===== src/design/avte_div.sv =====
// Radix-2 restoring signed divider, quotient truncated toward zero.
`default_nettype none
module avte_div (
	input  wire logic                 clk,
	input  wire logic                 arst_n,
	input  wire logic                 start,
	input  wire logic signed [64:0]   num,
	input  wire logic signed [33:0]   den,
	output logic                      done,
	output logic signed [65:0]        quo
);
	logic [64:0] n_q, q_q;
	logic [33:0] d_q;
	logic [34:0] r_q;
	logic        neg_q, busy_q;
	logic [6:0]  cnt_q;
	logic [34:0] sh, sub;

	always_comb begin
		sh = {r_q[33:0], n_q[64]};
		sub = sh - {1'b0, d_q};
	end

	always_ff @(posedge clk or negedge arst_n) begin
		if (!arst_n) begin
			busy_q <= 1'b0;
			done <= 1'b0;
			cnt_q <= '0;
		end else begin
			done <= 1'b0;
			if (start) begin
				busy_q <= 1'b1;
				cnt_q <= 7'd65;
			end else if (busy_q) begin
				cnt_q <= cnt_q - 7'd1;
				if (cnt_q == 7'd1) begin
					busy_q <= 1'b0;
					done <= 1'b1;
				end
			end
		end
	end

	always_ff @(posedge clk) begin
		if (start) begin
			n_q <= num[64] ? -num : num;
			d_q <= den[33] ? -den : den;
			neg_q <= num[64] ^ den[33];
			r_q <= '0;
			q_q <= '0;
		end else if (busy_q) begin
			n_q <= {n_q[63:0], 1'b0};
			if (!sub[34]) begin
				r_q <= sub;
				q_q <= {q_q[63:0], 1'b1};
			end else begin
				r_q <= sh;
				q_q <= {q_q[63:0], 1'b0};
			end
		end
	end

	assign quo = neg_q ? -{1'b0, q_q} : {1'b0, q_q};
endmodule
`default_nettype wire


===== config.mk =====
export PLATFORM = sky130hd
export DESIGN_NAME = avte_div
export DESIGN_NICKNAME = d
export VERILOG_FILES = /design/src/design/avte_div.sv
export SDC_FILE = /design/constraint.sdc
export NUM_CORES = 1
export LEC_CHECK = 0
export ABC_AREA = 1
export BUFFER_PORTS_ARGS = -buffer_cell sky130_fd_sc_hd__clkbuf_2
export CAP_MARGIN = 20
export CORE_MARGIN = 3
export CORE_UTILIZATION = 56
export CTS_CLUSTER_DIAMETER = 40
export DETAILED_ROUTE_END_ITERATION = 6
export PLACE_DENSITY_LB_ADDON = 0.3
export SLEW_MARGIN = 15
export SYNTH_ARGS = -nofsm -noshare
export SYNTH_HDL_FRONTEND = slang
export SYNTH_SLANG_ARGS = --single-unit

===== constraint.sdc =====
create_clock -name clk -period 3.5 [get_ports clk]
set_input_delay 0 -clock clk [delete_from_list [all_inputs] [get_ports clk]]
set_output_delay 0 -clock clk [all_outputs]
set_load 0.01 [all_outputs]

==> reports/results.txt <==
Outcome: finished, final reports clean
Drt drc: 0
Top_reg_cell synth: edfxtp_1
Post-synthesis sequential area ratio: 33.3%
Via-to-Cell Ratio: 5.68
First-pass GRT wire length: 82.3 mm
Fin crit share: 82.3%
Synth area leader: edfxtp_1
Fin area: 0.0191 mm^2
Largest cells by area after synthesis: edfxtp_1, nand2_1, dfxtp_1
Die height: 173 um
Core Rows: 60
Max capacitance violation total: 0
Crit Path Class: reg -> out
Syn nets: 2520
Crit start category: register
Ratio of cells with drive above 1 in the final layout: 11.6%
TritonCTS clock tree: done
Synthesized area: 0.0157 mm^2
Pwr dens: 451 mW/mm^2
DP HPWL: 35.5 mm
P_leak: 9.69 nW
Net count, final: 2766
Avg Inst Size Synth: 6.58 um^2
Clock root cell: clkbuf_16
Endpoints failing hold: 0
Hold Crit Class: in -> reg
Die area: 0.0300 mm^2
Register area: 0.00521 mm^2
Core area: 0.0273 mm^2
I/O pins: 169
Fillers: 2277
Detail Route Antenna Nets: 0
RSZ-0062 raised after global routing: no
Placed Instance Area: 0.0167 mm^2
Routed length per placed instance: 16.7 um
Initial DRC count: 1991
Yosys cell types: 49
Top-area cell type share of the netlist area: 19.2%
F_max: 0.347 GHz
Rel. slew slack: 38.0%
RD Place Congestion: 1.01
Vias in the first global route: 16300
VDD IR max: 0.423 mV
Setup violations, final: 0
Synthesis-to-layout area growth: 22.3%
Final TNS setup: 0 ns
Die width: 173 um
Reg clk slew, reported paths: 0.05 ns
Async SR Flop Fraction: 4.33%
CP arrival: 2.88 ns
Initial antenna violation count: 1
Final Max Slew Viols: 0
Total GRT Usage: 32.9%
Area of the multi-input gates: 0.00886 mm^2
Num CTS Buffers: 37
Postcts setup bufs: 0
H-Tree Depth: 2
Via count: 17200
Worst slew pin tran: 0.922 ns
Most common cell in the netlist: nand2_1
PortBufs: 168
Seq cells post-synth: 208
Worst-path maximum fanout: 4
Minimum clock period: 2.88 ns
CTS max path bufs: 3
DRT Pass-1 Iters: 6
CTS Sinks: 208
Initial Utilization: 57.4%
Data required, critical path: 3.50 ns
Pin count of the biggest net entering global routing: 66
WL final: 50.6 mm
Overflow after GRT: 0
Skew final: 0.0165 ns
Synth warn: 0
Most frequent cells after synthesis: nand2_1, inv_1, nor2_1, nand3_1, xor2_1
Synth Instances: 2378
Post-synth EDFFs: 100
Worst setup EP type: primary output
Clock latency at the later pin of the worst-skew pair: 0.52 ns
## power breakdown
group / internal (W) / total, W / leakage [nW] / switching, W
clock: 0.00275 / 0.00413 / 0.691 / 0.00138
sequential: 0.00280 / 0.00289 / 1.95 / 0.0000913
combinational: 0.000554 / 0.00162 / 7.05 / 0.00107
## worst paths after layout
check	depth (start not counted)	startpoint	slack [ns]	to
min	3	num[10]	0.005	n_q[10]$_DFFE_PP_
max in group asynchronous	3	arst_n	2.74	cnt_q[1]$_DFFE_PN0P_
min reg2reg	2	r_q[11]$_SDFFE_PP0P_	0.48	r_q[11]$_SDFFE_PP0P_
max reg2reg	12	d_q[25]$_DFFE_PP_	0.83	r_q[22]$_SDFFE_PP0P_
min in group asynchronous	3	arst_n	0.48	cnt_q[2]$_DFFE_PN0P_
max	12	q_q[0]$_SDFFE_PP0P_	0.62	quo[59]
## sequential cells by signal, summed over array words and instances (netlist names)
signal  count
busy_q      1
cnt_q       7
d_q        34
done        1
n_q        65
neg_q       1
q_q        65
r_q        34
## worst max-delay path: stages (launching register included)
cell and delay, ns:
dfxtp_1 0.36, nor3_1 0.31, nand4_1 0.25, inv_1 0.13, nand2_2 0.08, nor2_1 0.22, nand2_1 0.19, nor2_2 0.29
nand3_1 0.11, nand2_1 0.08, nand2_1 0.04, o21ai_0 0.12, clkbuf_2 0.18
## timing repair
| item | in CTS | in global routing |
|---|---|---|
| gates resized for setup | 0 | 0 |
| hold buffers | 97 | 0 |
| setup endpoints to repair | 0 | 0 |
| hold endpoints to repair | 120 | 0 |
## layout make-up
cell class | instances | area share (%)
repair buffers | 275 | 10.0
well taps | 372 | 2.43
clock inverters | 26 | 2.04
multi-input cells | 1763 | 46.3
diodes | 1 | 0.0131
inverters | 339 | 6.66
clock buffers | 42 | 5.38
flip-flops and latches | 208 | 27.2
## kinds of logic after synthesis
logic type                 share of synthesized area, %
and+or+nand+nor                                    36.7
buffers and inverters                              10.1
AOI/OAI and AO/OA                                  8.84
DFF                                                33.3
xor gates and xnor gates                           7.83
adders and majority gates                          3.24
## cell usage in the layout, fill, tap and decap left out, drive strengths merged
cell         synthesis  layout
nand2              715     715
ha                  39      39
xnor2               15      15
o21ai               99      99
o22ai               65      65
inv                336     347
dfrtp                9       9
nand4               51      51
or2                 14      14
fa                   1       1
o21bai               3       3
nor3b                3       3
buf                 25      11
nand3b               8       8
nand3              194     194
clkinv               3       8
nor4                11      11
dfxtp               99      99
o31ai                3       3
nor2               298     298
bufinv               0       8
edfxtp             100     100
xor2               125     125
nor3                47      47
a31oi               26      26
clkbuf              43     209
clkinvlp             0       2
dlygate4sd3          0      97
a21oi               39      39
nand2b               1       1
o2111ai              1       1
o21a                 1       1
and3                 1       1
diode                0       1
o41ai                2       2
o211ai               1       1
## metal layers
layer / share of wire (%) / GRT usage (%)
met3: 9.3 / 5.53
met1: 41 / 43.8
met2: 45 / 53.0
met5: 0 / 0
met4: 4.4 / 14.0
## stage by stage
| stage | cells | util (%) | hold WS (ns) | total power (W) | setup slack, ns |
|---|---|---|---|---|---|
| after global placement | 2859 | 61.4 | -0.136 | 0.00436 | 0.983 |
| after global routing | 3026 | 70.3 | 0.0341 | 0.00899 | 0.467 |
| after CTS | 3024 | 70.2 | 0.00317 | 0.00862 | 0.670 |
| final | 3026 | 70.3 | 0.00519 | 0.00864 | 0.618 |
| after floorplan | 2378 | - | -0.296 | 0.00394 | 0.478 |
| after detailed placement | 2859 | 61.4 | -0.135 | 0.00440 | 0.896 |
Note: power is estimated with default switching activity, not from simulation.
