$ cat src/design/avte_pkg.sv
// Shared types, constants and helper functions for the vertex transform engine.
`default_nettype none
package avte_pkg;
	localparam int FRAC_BITS = 16;
	localparam int W = 32;
	// Accumulator width: four rounded 33x32 products summed without wrap.
	localparam int ACC_W = 2 * W - FRAC_BITS + 3;
	localparam logic signed [W-1:0] ONE_Q = W'(1) <<< FRAC_BITS;
	localparam logic signed [W-1:0] SMAX = {1'b0, {(W-1){1'b1}}};
	localparam logic signed [W-1:0] SMIN = {1'b1, {(W-1){1'b0}}};

	localparam logic [2:0] OP_IDENT = 3'd0;
	localparam logic [2:0] OP_TRANS = 3'd1;
	localparam logic [2:0] OP_SCALE = 3'd2;
	localparam logic [2:0] OP_ROTX  = 3'd3;
	localparam logic [2:0] OP_ROTY  = 3'd4;
	localparam logic [2:0] OP_ROTZ  = 3'd5;
	localparam logic [2:0] OP_VERT  = 3'd6;
	localparam logic [2:0] OP_RSVD  = 3'd7;

	localparam logic CFG_PERSP = 1'b0;
	localparam logic CFG_CZ    = 1'b1;

	typedef struct packed {
		logic [2:0]          opcode;
		logic signed [W-1:0] arg_a;
		logic signed [W-1:0] arg_b;
		logic signed [W-1:0] arg_c;
	} cmd_t;

	typedef struct packed {
		logic signed [W-1:0] out_x;
		logic signed [W-1:0] out_y;
		logic signed [W-1:0] out_z;
		logic                divide_error;
	} res_t;

	typedef struct packed {
		logic      [0:0]     index;
		logic      [W-1:0]   data;
	} cfg_t;

	// Elementary matrix element (row i, col k), 33-bit signed.
	function automatic logic signed [W:0] elem(input logic [2:0] op,
			input logic signed [W-1:0] a, input logic signed [W-1:0] b,
			input logic signed [W-1:0] c, input logic [1:0] i, input logic [1:0] k);
		logic signed [W:0] one, ea, eb, ec, nb, r;
		one = (W+1)'(ONE_Q);
		ea = {a[W-1], a};
		eb = {b[W-1], b};
		ec = {c[W-1], c};
		nb = -eb;
		r = (i == k) ? one : '0;
		case (op)
			OP_TRANS: begin
				if (k == 2'd3 && i == 2'd0) r = ea;
				if (k == 2'd3 && i == 2'd1) r = eb;
				if (k == 2'd3 && i == 2'd2) r = ec;
			end
			OP_SCALE: begin
				if (i == k && i == 2'd0) r = ea;
				if (i == k && i == 2'd1) r = eb;
				if (i == k && i == 2'd2) r = ec;
			end
			OP_ROTX: begin
				if (i == 2'd1 && k == 2'd1) r = ea;
				if (i == 2'd1 && k == 2'd2) r = nb;
				if (i == 2'd2 && k == 2'd1) r = eb;
				if (i == 2'd2 && k == 2'd2) r = ea;
			end
			OP_ROTY: begin
				if (i == 2'd0 && k == 2'd0) r = ea;
				if (i == 2'd0 && k == 2'd2) r = eb;
				if (i == 2'd2 && k == 2'd0) r = nb;
				if (i == 2'd2 && k == 2'd2) r = ea;
			end
			OP_ROTZ: begin
				if (i == 2'd0 && k == 2'd0) r = ea;
				if (i == 2'd0 && k == 2'd1) r = nb;
				if (i == 2'd1 && k == 2'd0) r = eb;
				if (i == 2'd1 && k == 2'd1) r = ea;
			end
			default: r = r;
		endcase
		return r;
	endfunction

	function automatic logic signed [W-1:0] sat(input logic signed [ACC_W-1:0] v);
		if (v > (ACC_W)'(SMAX)) return SMAX;
		if (v < (ACC_W)'(SMIN)) return SMIN;
		return v[W-1:0];
	endfunction
endpackage
`default_nettype wire

$ cat src/design/avte_mac.sv
// Shared multiply, round and accumulate unit: 33x32 product, rounded, summed.
`default_nettype none
module avte_mac (
	input  wire logic                           clk,
	input  wire logic                           arst_n,
	input  wire logic                           en,
	input  wire logic                           clr,
	input  wire logic signed [avte_pkg::W:0]    a,
	input  wire logic signed [avte_pkg::W-1:0]  b,
	output logic signed [avte_pkg::ACC_W-1:0]   acc
);
	localparam int PW = 2 * avte_pkg::W + 1;
	logic signed [PW-1:0] prod_s1;
	logic                 en_s1, clr_s1;
	logic signed [PW-1:0] rnd;
	logic signed [avte_pkg::ACC_W-1:0] term;

	always_ff @(posedge clk) begin
		prod_s1 <= PW'(a) * PW'(b);
	end

	always_ff @(posedge clk or negedge arst_n) begin
		if (!arst_n) begin
			en_s1 <= 1'b0;
			clr_s1 <= 1'b0;
		end else begin
			en_s1 <= en;
			clr_s1 <= clr;
		end
	end

	always_comb begin
		rnd = (prod_s1 + (PW'(1) <<< (avte_pkg::FRAC_BITS - 1))) >>> avte_pkg::FRAC_BITS;
		term = rnd[avte_pkg::ACC_W-1:0];
	end

	always_ff @(posedge clk) begin
		if (en_s1) begin
			acc <= clr_s1 ? term : acc + term;
		end
	end
endmodule
`default_nettype wire

$ cat config.mk
export PLATFORM = sky130hd
export DESIGN_NAME = avte_mac
export DESIGN_NICKNAME = d
export VERILOG_FILES = /design/src/design/avte_pkg.sv /design/src/design/avte_mac.sv
export SDC_FILE = /design/constraint.sdc
export NUM_CORES = 2
export LEC_CHECK = 0
export BUFFER_PORTS_ARGS = -buffer_cell sky130_fd_sc_hd__buf_4
export CAP_MARGIN = 25
export CORE_MARGIN = 2
export CORE_UTILIZATION = 51
export CTS_CLUSTER_SIZE = 20
export DETAILED_ROUTE_END_ITERATION = 8
export HOLD_SLACK_MARGIN = 0.15
export PLACE_DENSITY = 0.65
export RECOVER_POWER = 100
export SLEW_MARGIN = 0
export SYNTH_ARGS = -nofsm -noshare
export SYNTH_HDL_FRONTEND = slang
export SYNTH_SLANG_ARGS = --single-unit
$ cat constraint.sdc
create_clock -name clk -period 4.6 [get_ports clk]
set_input_delay 0.69 -clock clk [delete_from_list [all_inputs] [get_ports clk]]
set_output_delay 0.69 -clock clk [all_outputs]
set_load 0.05 [all_outputs]
==> results.toml <==
[clock_network]
cts.sinks = 103
ctsLongestPathBuffers = 2
cts_tree = "built"
cts.htree.levels = 3
clock-root-buffer = "clkbuf_16"
clkLatencyLatePin_ns = 0.36
numCtsBuffers = 9
clkSlewWorstSetupHoldPaths_ns = 0.07

[logic_synthesis]
synth_nets = 6060
avgSynthCellArea_um2 = 9.34
synth_area_mm2 = 0.0434
syn_inst = 4646
synth_compound_area_share_pct = 5.67
ys.flop_type = "edfxtp_1"
yosys.cell_types.count = 75
synth_edf_count = 51
synth_xor_area_share_pct = 3.13
yosysSeqAreaShare_pct = 5.95
synth_top_family_by_area = "adder cells"
async_flop_share_pct = 1.94
synthMuxAreaShare_pct = 0.104
yosysWarnings = 0
yosys.area_share.simple_pct = 16.3
synth_seq_cells = 103
yosys.area_share.adder_pct = 58.0

[timing]
setup_tns_ns = -119.26
finalHoldViolCount = 0
slew_viol_final = 112
fin_ws_ns = -2.81
max_slew.worst_pin.slew_ns = 3.11
rsz0062_at_grt = "true"
period_minus_slack_ns = 7.41
max_freq_mhz = 135
finalCritPeriodShare_pct = 161
slew_headroom_pct = -107
skew_ns = 0.0123
final-setup-viol-count = 54

[place]
routabilityCongestion = 0.908
portBuffers = 119
dpl_cell_area_mm2 = 0.0493
dp.cells = 6149
dpl.hpwl_mm = 102

[worst_setup_path]
crit_path_end_kind = "register"
cp_slowest_cell = "fa_2"
arrival_ns = 7.69
cp_common_cell = "fa_1"
path_buf_inv = 10
critical_path_class = "in2reg"
crit_family = "adder cells"
critPathMaxFanout = 4
slowest_delay_ns = 0.68
required_ns = 4.88
start_kind = "primary input"

[global_routing]
grt_max_degree = 60
grt_antenna_before_repair = 4
grt_pass1_wl_mm = 195
grt_pass1_vias = 35800
grt_use_total_pct = 28.8
grt_overflow = 0

[finish]
drive_above_1_share_pct = 20.6
fin_nets = 6538
finalNonFillerCells = 6265
seq_area_mm2 = 0.00259
multi_input_area_mm2 = 0.0380
syn_to_final_growth_pct = 21.8
post-route-util_pct = 62.9
fin_area_mm2 = 0.0528
fillers = 6885

[run_status]
status = "finished, violations left"
violations = "capacitance limit, slew limit, setup timing"

[routing]
drt-total-wl_mm = 123
vias = 32900
drtAntennaViolNets = 0
post_drt_wl_per_cell_um = 19.6
drt_pass1_iterations = 6
drc = 0
routed_via_density = 5.26
drt_iter0_markers = 1886

[die]
io_pins = 120
coreArea_mm2 = 0.0840
start_util_pct = 51.7
die_h_um = 296
num_rows = 106
die_w_um = 296
die_area_mm2 = 0.0874

[flow_run]
drv_cap = 2

[min_path]
hold_class = "in2reg"
==> timing repair <==
| item | in CTS | in global routing |
|---|---|---|
| setup endpoints to repair | 51 | 67 |
| cloned | 10 | 5 |
| hold endpoints to repair | 2 | 0 |
| buffers inserted | 54 | 48 |
| pin swaps | 110 | 190 |
| hold buffers | 1 | 0 |
| resized for setup | 250 | 301 |
==> logic make-up after synthesis <==
group / count (synthesis)
compound gates: 363
xor+xnor: 155
fa+ha+maj: 1345
buf+inv: 1248
flops: 103
mux: 4
simple gates: 1428
==> cell usage after synthesis, drive strengths merged, types with 5 or more instances <==
library cell / number / area, µm²
fa: 1112 / 22300
inv: 1023 / 3840
nand2: 625 / 2350
and2: 517 / 3230
ha: 233 / 2920
clkbuf: 215 / 807
nor2: 110 / 418
xnor2: 105 / 920
a21oi: 100 / 504
a21o: 77 / 586
o21ai: 70 / 358
edfxtp: 51 / 1530
dfxtp: 50 / 1000
nand3: 50 / 250
xor2: 50 / 438
and3: 24 / 150
nor3: 23 / 115
a211oi: 18 / 135
nand4: 17 / 106
nand2b: 15 / 93.8
o21bai: 14 / 105
o31ai: 14 / 129
nor2b: 11 / 68.8
o211ai: 11 / 82.6
o21a: 11 / 82.6
a31oi: 8 / 80.1
buf: 8 / 37.5
or3: 8 / 50.1
nor3b: 7 / 52.6
o41ai: 6 / 82.6
a21boi: 5 / 37.5
and4: 5 / 43.8
==> metal layers <==
metal  vias to the layer above  part of all wire [%]  global-route usage (%)
li1                      14700                     -                       -
met1                     17000                    42                    38.7
met2                      1046                    49                    49.2
met3                       220                   6.2                    3.78
met4                         2                   3.3                    7.76
met5                         -                0.0090                       0
==> layout by cell type (no fill, tap or decap), types with 44 or more instances in the layout <==
cell type and instances:
a21o_1 75, a21oi_1 71, and2_1 470, and2_4 46, buf_12 65, buf_4 441, buf_6 88, clkbuf_1 56
dfxtp_1 45, edfxtp_1 51, fa_1 1033, fa_2 79, ha_1 194, inv_1 971, inv_2 52, nand2_1 605
nand3_1 44, nor2_1 99, o21ai_0 51, xnor2_1 81, xor2_1 47
==> area by class of cell <==
cell class              instances  area share (%)
well taps                    1134            2.69
clock buffers                  12           0.569
flip-flops and latches        103            4.91
repair buffers                690            12.5
diodes                          2         0.00948
inverters                    1025            7.29
clock inverters                 4          0.0640
multi-input cells            3295            72.0
==> through the flow <==
step / setup WS [ns] / hold slack [ns]
global route: -3.03 / 0.449
global placement: -3.27 / 0.478
CTS: -2.72 / 0.419
finish: -2.81 / 0.456
detailed placement: -3.36 / 0.476
floorplan: -3.05 / 0.394
==> final timing paths <==
kind	cells past startpoint	slack (ns)	end	from
setup / recovery	30	-2.81	prod_s1[63]	b[6]
setup reg to reg	20	-0.11	acc[44]	prod_s1[18]
min in group asynchronous	2	0.66	en_s1	arst_n
hold / removal	1	0.46	en_s1	en
hold reg to reg	2	0.74	acc[0]	acc[0]
max in group asynchronous	2	3.80	clr_s1	arst_n
==> state kept, by name (all words and copies together), names as in the netlist <==
name     flops
prod_s1     50
acc         51
en_s1        1
clr_s1       1
Power is left out: the tool's default activity adds up to more than one toggle a clock period on the data nets, which glitch-free logic cannot reach.
